**config.mk**
```make
export PLATFORM = sky130hd
export DESIGN_NAME = rlp_stream_decoder_top
export DESIGN_NICKNAME = d
export VERILOG_FILES = /design/src/design/rlp_pkg.sv /design/src/design/rlp_list_cell.sv /design/src/design/rlp_stream_decoder_top.sv
export SDC_FILE = /design/constraint.sdc
export NUM_CORES = 1
export LEC_CHECK = 0
export ABC_AREA = 1
export BUFFER_PORTS_ARGS = -buffer_cell sky130_fd_sc_hd__buf_2
export CAP_MARGIN = 20
export CELL_PAD_IN_SITES_DETAIL_PLACEMENT = 1
export CELL_PAD_IN_SITES_GLOBAL_PLACEMENT = 1
export CORE_MARGIN = 3
export CORE_UTILIZATION = 36
export CTS_BUF_LIST = sky130_fd_sc_hd__clkbuf_8
export CTS_CLUSTER_DIAMETER = 60
export DETAILED_ROUTE_END_ITERATION = 12
export GPL_TIMING_DRIVEN = 0
export PLACE_DENSITY = 0.74
export SLEW_MARGIN = 10
export SYNTH_ARGS = -nofsm -noshare
export SYNTH_HDL_FRONTEND = slang
export SYNTH_SLANG_ARGS = --single-unit
```
**constraint.sdc**
```tcl
create_clock -name aclk -period 7.1 [get_ports aclk]
set_clock_uncertainty 0.15 [all_clocks]
set_input_delay 0.355 -clock aclk [delete_from_list [all_inputs] [get_ports aclk]]
set_output_delay 0.355 -clock aclk [all_outputs]
set_load 0.02 [all_outputs]
```
**src/design/rlp_pkg.sv**
```systemverilog
// rlp_pkg: shared constants, word types and cell control struct for the RLP stream decoder.
// No dependencies.
package rlp_pkg;

    localparam int MAX_DEPTH = 8;
    localparam int LEN_BITS  = 32;
    localparam int DEPTH_W   = $clog2(MAX_DEPTH + 1);
    localparam int LBL_W     = 4;

    localparam logic [2:0] ERR_NONE       = 3'd0;
    localparam logic [2:0] ERR_NONCANON   = 3'd1;
    localparam logic [2:0] ERR_LEAD_ZERO  = 3'd2;
    localparam logic [2:0] ERR_SHORT_LIST = 3'd3;
    localparam logic [2:0] ERR_TRUNCATED  = 3'd4;
    localparam logic [2:0] ERR_OVERRUN    = 3'd5;
    localparam logic [2:0] ERR_DEPTH      = 3'd6;
    localparam logic [2:0] ERR_TOO_LONG   = 3'd7;

    typedef struct packed {
        logic [7:0] data_byte;
        logic       end_of_data;
    } rlp_in_t;

    typedef struct packed {
        logic [7:0] payload_byte;
        logic       byte_valid;
        logic       item_start;
        logic       item_end;
        logic       empty_item;
        logic       top_item_done;
        logic [2:0] error_code;
    } rlp_out_t;

    // per-cell control from the sequencer
    typedef struct packed {
        logic step;    // a byte is consumed this cycle and no error is latched
        logic active;  // this cell holds an open list
        logic top;     // this cell is the innermost open list
        logic load;    // open a new list in this cell
    } rlp_cell_ctl_t;

endpackage

```
**src/design/rlp_list_cell.sv**
```systemverilog
// rlp_list_cell: one level of the open-list stack; holds the remaining byte count.
// Depends on rlp_pkg.
module rlp_list_cell
    import rlp_pkg::*;
(
    input  logic                aclk,
    input  rlp_cell_ctl_t       ctl,
    input  logic [LEN_BITS-1:0] load_len,
    input  logic                keep_in,
    input  logic [LEN_BITS-1:0] room_in,
    output logic                keep_out,
    output logic [LEN_BITS-1:0] room_out
);

    logic [LEN_BITS-1:0] rem_reg;
    logic [LEN_BITS-1:0] rem_dec;

    assign rem_dec  = rem_reg - LEN_BITS'(1);
    // still open after this byte, and every outer level too
    assign keep_out = keep_in & ctl.active & (rem_dec != '0);
    assign room_out = ctl.top ? rem_dec : room_in;

    always_ff @(posedge aclk) begin
        if (ctl.load) begin
            rem_reg <= load_len;
        end else if (ctl.step && ctl.active) begin
            rem_reg <= rem_dec;
        end
    end

endmodule

```
**src/design/rlp_stream_decoder_top.sv**
```systemverilog
// rlp_stream_decoder_top: streaming RLP decoder, one word (byte) per cycle while s_ready is high.
// Depends on rlp_pkg and rlp_list_cell.
// A result word is registered and appears on m_ in the cycle after its input word is accepted.
// Throughput: one input word per cycle while s_ready is high; the decode and the list-stack
// update are combinational, every open level decrementing in its own cell in parallel.
// Reset: aresetn synchronous active low clears the parser and the output valid;
// the parser also returns to idle after each word marked end_of_data.
module rlp_stream_decoder_top
    import rlp_pkg::*;
(
    input  logic     aclk,
    input  logic     aresetn,
    input  logic     s_valid,
    output logic     s_ready,
    input  rlp_in_t  s_data,
    output logic     m_valid,
    input  logic     m_ready,
    output rlp_out_t m_data
);

    typedef enum logic [2:0] {
        PH_IDLE,
        PH_LEN,
        PH_FIRST,
        PH_MORE,
        PH_SHORT1
    } phase_t;

    phase_t              phase_reg, phase_next;
    logic [DEPTH_W-1:0]  depth_reg, depth_next;
    logic [LEN_BITS-1:0] item_rem_reg, item_rem_next;
    logic [LBL_W-1:0]    lbl_reg, lbl_next;
    logic [LEN_BITS-1:0] acc_reg, acc_next;
    logic                is_list_reg, is_list_next;
    logic                err_lat_reg, err_lat_next;
    logic                m_valid_reg, m_valid_next;
    rlp_out_t            m_data_reg, m_data_next;

    // output register decouples the two sides
    assign s_ready = !m_valid_reg || m_ready;
    assign m_valid = m_valid_reg;
    assign m_data  = m_data_reg;

    logic accept;
    assign accept = s_valid && s_ready;

    // stack of open lists as a chain of cells
    logic                step;
    logic                push;
    logic [LEN_BITS-1:0] push_len;
    logic [MAX_DEPTH:0]  keep_chain;
    logic [LEN_BITS-1:0] room_chain [MAX_DEPTH+1];
    logic [LEN_BITS-1:0] room;
    logic [DEPTH_W-1:0]  pop_depth;

    assign keep_chain[0] = 1'b1;
    assign room_chain[0] = '0;
    assign room          = room_chain[MAX_DEPTH];

    genvar g;
    generate
        for (g = 0; g < MAX_DEPTH; g++) begin : g_cell
            rlp_cell_ctl_t ctl;
            assign ctl.step   = step;
            assign ctl.active = depth_reg > DEPTH_W'(g);
            assign ctl.top    = depth_reg == DEPTH_W'(g + 1);
            assign ctl.load   = push && (depth_reg == DEPTH_W'(g));
            rlp_list_cell u_cell (
                .aclk     (aclk),
                .ctl      (ctl),
                .load_len (push_len),
                .keep_in  (keep_chain[g]),
                .room_in  (room_chain[g]),
                .keep_out (keep_chain[g+1]),
                .room_out (room_chain[g+1])
            );
        end
    endgenerate

    // keep bits form a thermometer: their count is the depth after popping
    always_comb begin
        logic [DEPTH_W-1:0] cnt;
        cnt = '0;
        for (int i = 1; i <= MAX_DEPTH; i++) begin
            cnt = cnt + DEPTH_W'(keep_chain[i]);
        end
        pop_depth = cnt;
    end

    logic [7:0]          b;
    logic                eod;
    logic [2:0]          err;
    logic                done;
    logic                at_top;
    logic [7:0]          b_sub;
    logic [LEN_BITS-1:0] short_len;
    logic [LEN_BITS-1:0] nbytes;
    logic [LEN_BITS+7:0] acc_wide;
    logic [LEN_BITS-1:0] acc_shift;
    logic [LBL_W-1:0]    lbl_dec;
    logic [LEN_BITS-1:0] item_dec;
    rlp_out_t            res;

    assign b         = s_data.data_byte;
    assign eod       = s_data.end_of_data;
    assign at_top    = depth_reg == '0;
    assign b_sub     = b - 8'h80;
    assign short_len = LEN_BITS'(b_sub);
    assign acc_wide  = {acc_reg, b};
    assign acc_shift = acc_wide[LEN_BITS-1:0];
    assign lbl_dec   = lbl_reg - LBL_W'(1);
    assign item_dec  = item_rem_reg - LEN_BITS'(1);

    always_comb begin
        phase_next    = phase_reg;
        depth_next    = depth_reg;
        item_rem_next = item_rem_reg;
        lbl_next      = lbl_reg;
        acc_next      = acc_reg;
        is_list_next  = is_list_reg;
        err_lat_next  = err_lat_reg;
        m_valid_next  = m_valid_reg;
        m_data_next   = m_data_reg;
        res           = '0;
        err           = ERR_NONE;
        done          = 1'b0;
        push          = 1'b0;
        push_len      = '0;
        nbytes        = '0;
        step          = accept && !err_lat_reg;

        if (accept && m_ready) begin
            m_valid_next = 1'b0;
        end else if (!accept && m_ready) begin
            m_valid_next = 1'b0;
        end

        if (accept && !err_lat_reg) begin
            unique case (phase_reg)
                PH_IDLE: begin
                    if (b <= 8'h7f) begin
                        res.payload_byte = b;
                        res.byte_valid   = 1'b1;
                        res.item_start   = 1'b1;
                        res.item_end     = 1'b1;
                        done             = 1'b1;
                    end else if (b == 8'h80) begin
                        res.item_end   = 1'b1;
                        res.empty_item = 1'b1;
                        done           = 1'b1;
                    end else if (b <= 8'hb7) begin
                        if (!at_top && short_len > room) begin
                            err = ERR_OVERRUN;
                        end else begin
                            item_rem_next = short_len;
                            phase_next    = (short_len == LEN_BITS'(1)) ? PH_SHORT1 : PH_FIRST;
                        end
                    end else if (b <= 8'hbf || b >= 8'hf8) begin
                        // long-form length prefix, string or list
                        nbytes = LEN_BITS'((b <= 8'hbf) ? LBL_W'(b - 8'hb7)
                                                        : LBL_W'(b - 8'hf7));
                        if (!at_top && nbytes > room) begin
                            err = ERR_OVERRUN;
                        end else begin
                            lbl_next     = LBL_W'(nbytes);
                            acc_next     = '0;
                            is_list_next = b >= 8'hf8;
                            phase_next   = PH_LEN;
                        end
                    end else if (b == 8'hc0) begin
                        done = 1'b1;
                    end else begin
                        push_len = LEN_BITS'(8'(b - 8'hc0));
                        if (!at_top && push_len > room) begin
                            err = ERR_OVERRUN;
                        end else if (depth_reg == DEPTH_W'(MAX_DEPTH)) begin
                            err = ERR_DEPTH;
                        end else begin
                            push       = 1'b1;
                            depth_next = depth_reg + DEPTH_W'(1);
                            phase_next = PH_IDLE;
                        end
                    end
                end
                PH_LEN: begin
                    if (acc_reg == '0 && b == 8'h00 && lbl_reg >= LBL_W'(2)) begin
                        err = ERR_LEAD_ZERO;
                    end else if ((acc_reg >> (LEN_BITS - 8)) != '0) begin
                        err = ERR_TOO_LONG;
                    end else begin
                        acc_next = acc_shift;
                        lbl_next = lbl_dec;
                        if (lbl_dec == '0) begin
                            acc_next = '0;
                            if (is_list_reg) begin
                                push_len = acc_shift;
                                if (acc_shift < LEN_BITS'(56)) begin
                                    err = ERR_SHORT_LIST;
                                end else if (!at_top && acc_shift > room) begin
                                    err = ERR_OVERRUN;
                                end else if (depth_reg == DEPTH_W'(MAX_DEPTH)) begin
                                    err = ERR_DEPTH;
                                end else begin
                                    push       = 1'b1;
                                    depth_next = depth_reg + DEPTH_W'(1);
                                    phase_next = PH_IDLE;
                                end
                            end else if (!at_top && acc_shift > room) begin
                                err = ERR_OVERRUN;
                            end else if (acc_shift == '0) begin
                                res.item_end   = 1'b1;
                                res.empty_item = 1'b1;
                                done           = 1'b1;
                            end else begin
                                item_rem_next = acc_shift;
                                phase_next    = PH_FIRST;
                            end
                        end
                    end
                end
                default: begin
                    if (phase_reg == PH_SHORT1 && b <= 8'h7f) begin
                        err = ERR_NONCANON;
                    end else begin
                        res.payload_byte = b;
                        res.byte_valid   = 1'b1;
                        res.item_start   = phase_reg != PH_MORE;
                        item_rem_next    = item_dec;
                        if (item_dec == '0) begin
                            res.item_end = 1'b1;
                            done         = 1'b1;
                        end else begin
                            phase_next = PH_MORE;
                        end
                    end
                end
            endcase

            if (err == ERR_NONE && done) begin
                phase_next        = PH_IDLE;
                depth_next        = pop_depth;
                res.top_item_done = pop_depth == '0;
            end
            if (err == ERR_NONE && eod && (phase_next != PH_IDLE || depth_next != '0)) begin
                err = ERR_TRUNCATED;
            end
            if (err != ERR_NONE) begin
                res            = '0;
                res.error_code = err;
                err_lat_next   = 1'b1;
                push           = 1'b0;
            end
            m_valid_next = (err != ERR_NONE) || res.byte_valid || res.empty_item
                           || res.top_item_done;
            m_data_next  = res;
        end

        if (accept && eod) begin
            phase_next    = PH_IDLE;
            depth_next    = '0;
            item_rem_next = '0;
            lbl_next      = '0;
            acc_next      = '0;
            is_list_next  = 1'b0;
            err_lat_next  = 1'b0;
        end
    end

    always_ff @(posedge aclk) begin
        if (!aresetn) begin
            phase_reg    <= PH_IDLE;
            depth_reg    <= '0;
            item_rem_reg <= '0;
            lbl_reg      <= '0;
            acc_reg      <= '0;
            is_list_reg  <= 1'b0;
            err_lat_reg  <= 1'b0;
            m_valid_reg  <= 1'b0;
        end else begin
            phase_reg    <= phase_next;
            depth_reg    <= depth_next;
            item_rem_reg <= item_rem_next;
            lbl_reg      <= lbl_next;
            acc_reg      <= acc_next;
            is_list_reg  <= is_list_next;
            err_lat_reg  <= err_lat_next;
            m_valid_reg  <= m_valid_next;
        end
        m_data_reg <= m_data_next;
    end

endmodule
```
==> impl_metrics.ini <==
[placed_design]
dpl_cell_area_um2 = 30700
port_buffers = 30
gp_congestion = 0.986
dp_hpwl_um = 100000

[clocking]
ctsLongestPathBuffers = 3
worst_setup_hold_path_clk_slew_ns = 0.07
cts_buffers = 73
cts_tree = yes
clockRootBuffer = clkbuf_8
clock_sinks = 350
insertion_delay_ns = 0.71
h-tree-depth = 3

[worst_setup_path]
worstPathMaxFanout = 10
slowest_delay_ns = 0.59
path_class = reg2reg
endpoint_kind = flop
cpMaxStageDelayCell = fa_2
critPathLaunchType = flop
worstPathRequired_ns = 7.32
crit_arrival_ns = 7.58

[finish]
post-route-util = 0.444
largest_reg_flops = 256
area_growth_pct = 21.2
drive_gt1_frac = 0.158
fin_nets = 4519
design_area_um2 = 34700

[sta]
drv_slew = 0
finalWorstSetupSlack_ns = -0.262
tightest_slew_ns = 1.23
relSlewSlack = 0.178
fin_setup_tns_ns = -69.19
finalSetupViolations = 502
rsz0062_at_grt = yes
hold_ws_ns = 0.0388
period_minus_slack_ns = 7.36
max_freq_mhz = 136
hold_viol = 0
fin_crit_sh = 1.04

[global_route]
grt_pass1_wl_um = 198000
antenna_found_initial = 5
grt_max_degree = 33
grt_usage = 0.319
grt_pass1_vias = 31200
grt_overflow = 0

[synth]
synth_top_family_by_area = simple AND/OR/NAND/NOR gates
syn_area_per_cell_um2 = 6.89
yosysSeqAreaShare = 0.340
synth_top_area_cell = edfxtp_1
postSynthCellCount = 4156
synthXorXnorAreaFrac = 0.0569
synth_edf_count = 272
ys_warn_count = 0
syn_nets = 4249
synthAdderAreaFrac = 0.0360
ys_types = 64
synth-simple-area-share = 0.343
synth_area_leaders = edfxtp_1 29%, nand2_1 14%, nor2_1 6.9%
synth_top_area_share = 0.285
synth-compound-area-share = 0.119
yosys_most_used_dff = edfxtp_1
async_flop_share = 0
synth_mux_area_frac = 0
ys_ff_latch = 350
netlist_area_um2 = 28600

[floorplan]
rows = 102
initial_utilization = 0.367
die_area_um2 = 82900
fp.coreArea_um2 = 78100
die_h_um = 288
die_w_um = 288
io_pins = 31

[route]
drt_iter0_markers = 2753
firstDrtPassIters = 6
drc = 0
vias = 31100
antenna_left = 0
wl_per_cell_um = 24.5
via_per_inst = 5.63
wl_um = 135000

[hold_path]
worstHoldPathType = in2reg

[pwr]
p_total_uw = 7390
peakVddDrop_mv = 0.128
p_per_area_nw_per_um2 = 213
p_leak_uw = 0.0146

[outcome]
status = finished, violations left
violations = setup timing

[job]
drv_cap = 0
[cell type report]
| class | instances | area, um^2 |
|---|---|---|
| fill | 9984 | 43400 |
| buffer | 130 | 988 |
| multi-input combinational | 3112 | 16800 |
| inverter | 561 | 2110 |
| sequential | 350 | 9730 |
| clock buffer | 80 | 1100 |
| tap | 1040 | 1300 |
| antenna | 4 | 10.0 |
| clock inverter | 51 | 269 |
| timing repair buffer | 198 | 2370 |
[path summary, 6_finish.rpt]
| path | start | to | slack (ns) | cells after the start |
|---|---|---|---|---|
| min | s_data[0] | m_data[2] | 0.04 | 3 |
| min reg2reg | acc_reg[26] | acc_reg[26] | 0.32 | 2 |
| max reg2reg | g_cell[0].u_cell.rem_reg[6] | g_cell[1].u_cell.rem_reg[24] | -0.26 | 37 |
| max | g_cell[0].u_cell.rem_reg[6] | g_cell[1].u_cell.rem_reg[24] | -0.26 | 37 |
[cell usage in the layout, fill, tap and decap left out, types with 10 or more instances in the layout]
master    netlist  final
inv_2          31     44
o21ai_0       162    149
xor2_1        132    132
buf_2          37     52
a21oi_1       137    135
buf_8           0     17
clkbuf_8        0     80
nor3_1         54     48
buf_6          42     52
o21ai_2         8     12
o21ai_1       240    243
nor3_2         10     13
xnor2_1        54     50
nand4_1        86     86
inv_1         508    513
nor2_2         38     70
buf_4           4     99
buf_12          1     16
clkbuf_1       46     43
nand3_1       220    213
nor2_4         15     36
a211oi_1       33     32
buf_16          0     32
or2_2          11     11
nor4_1         70     53
ha_1           76     70
nand2_2        15     48
nand3b_1       10     10
nor2_1        526    473
clkinv_1       21     38
dfxtp_1        78     76
nor4_2          5     16
edfxtp_1      272    272
nand3_2         6     13
and2_1         22     16
clkinv_2        0     11
nand2_1      1096   1056
[worst max-delay path, delay by kind of cell, from the launching register on]
family / cells / cell delay [ns]
buffers and inverters: 10 / 1.11
DFF: 1 / 0.50
and+or+nand+nor: 19 / 2.50
AOI/OAI and AO/OA: 4 / 0.86
adders and majority gates: 4 / 1.86
[through the flow]
stage / std cells / worst slack, ns
floorplan: 4156 / 0.167
global placement: 5226 / -2.69
detailed placement: 5248 / -2.26
CTS: 5496 / -0.118
global route: 5523 / -0.362
finish: 5526 / -0.262
[power breakdown]
part | switching (uW) | internal (uW) | leakage, uW
Clock | 1070 | 1110 | 0.000772
Sequential | 174 | 2440 | 0.00314
Combinational | 1750 | 857 | 0.0107
[cells in the mapped netlist (5+ instances only)]
| cell type | n |
|---|---|
| nor3_2 | 10 |
| nor2_2 | 38 |
| nand4_4 | 7 |
| clkbuf_1 | 46 |
| a21oi_1 | 137 |
| clkinv_1 | 21 |
| edfxtp_1 | 272 |
| o211ai_1 | 6 |
| nor3_1 | 54 |
| or2_2 | 11 |
| nand2_1 | 1096 |
| nor2_1 | 526 |
| inv_1 | 508 |
| nand3b_1 | 10 |
| nand3_2 | 6 |
| a211oi_1 | 33 |
| o21bai_1 | 10 |
| xor2_1 | 132 |
| buf_6 | 42 |
| or2_1 | 5 |
| nor2_4 | 15 |
| o21ai_2 | 8 |
| nand3_1 | 220 |
| dfxtp_1 | 78 |
| nor4_2 | 5 |
| a31oi_1 | 5 |
| xnor2_1 | 54 |
| o31ai_1 | 6 |
| nor4_1 | 70 |
| ha_1 | 76 |
| nand2_2 | 15 |
| inv_2 | 31 |
| buf_2 | 37 |
| o21ai_1 | 240 |
| and2_1 | 22 |
| nand4_1 | 86 |
| o21ai_0 | 162 |
[metal layers]
layer,vias up,GRT usage,wire (um)
met1,15200,0.412,55600
met2,1277,0.498,59800
met5,-,0,31
met4,4,0.185,8940
met3,414,0.0603,10800
li1,14200,-,-
[timing repair]
item                                   CTS  global route
endpoints found under the hold margin   10             0
hold buffers                             7             0
setup endpoints to repair              531           527
buffers inserted                        97            29
pin swaps                               24            53
resized for setup                      181           140
gates cloned                            18             0
[cells by family after synthesis]
group | Yosys count
simple gates | 2213
fa+ha+maj | 80
compound gates | 632
buf+inv | 695
xor+xnor | 186
flops | 350
No activity file was read; power rests on OpenSTA's default activity.
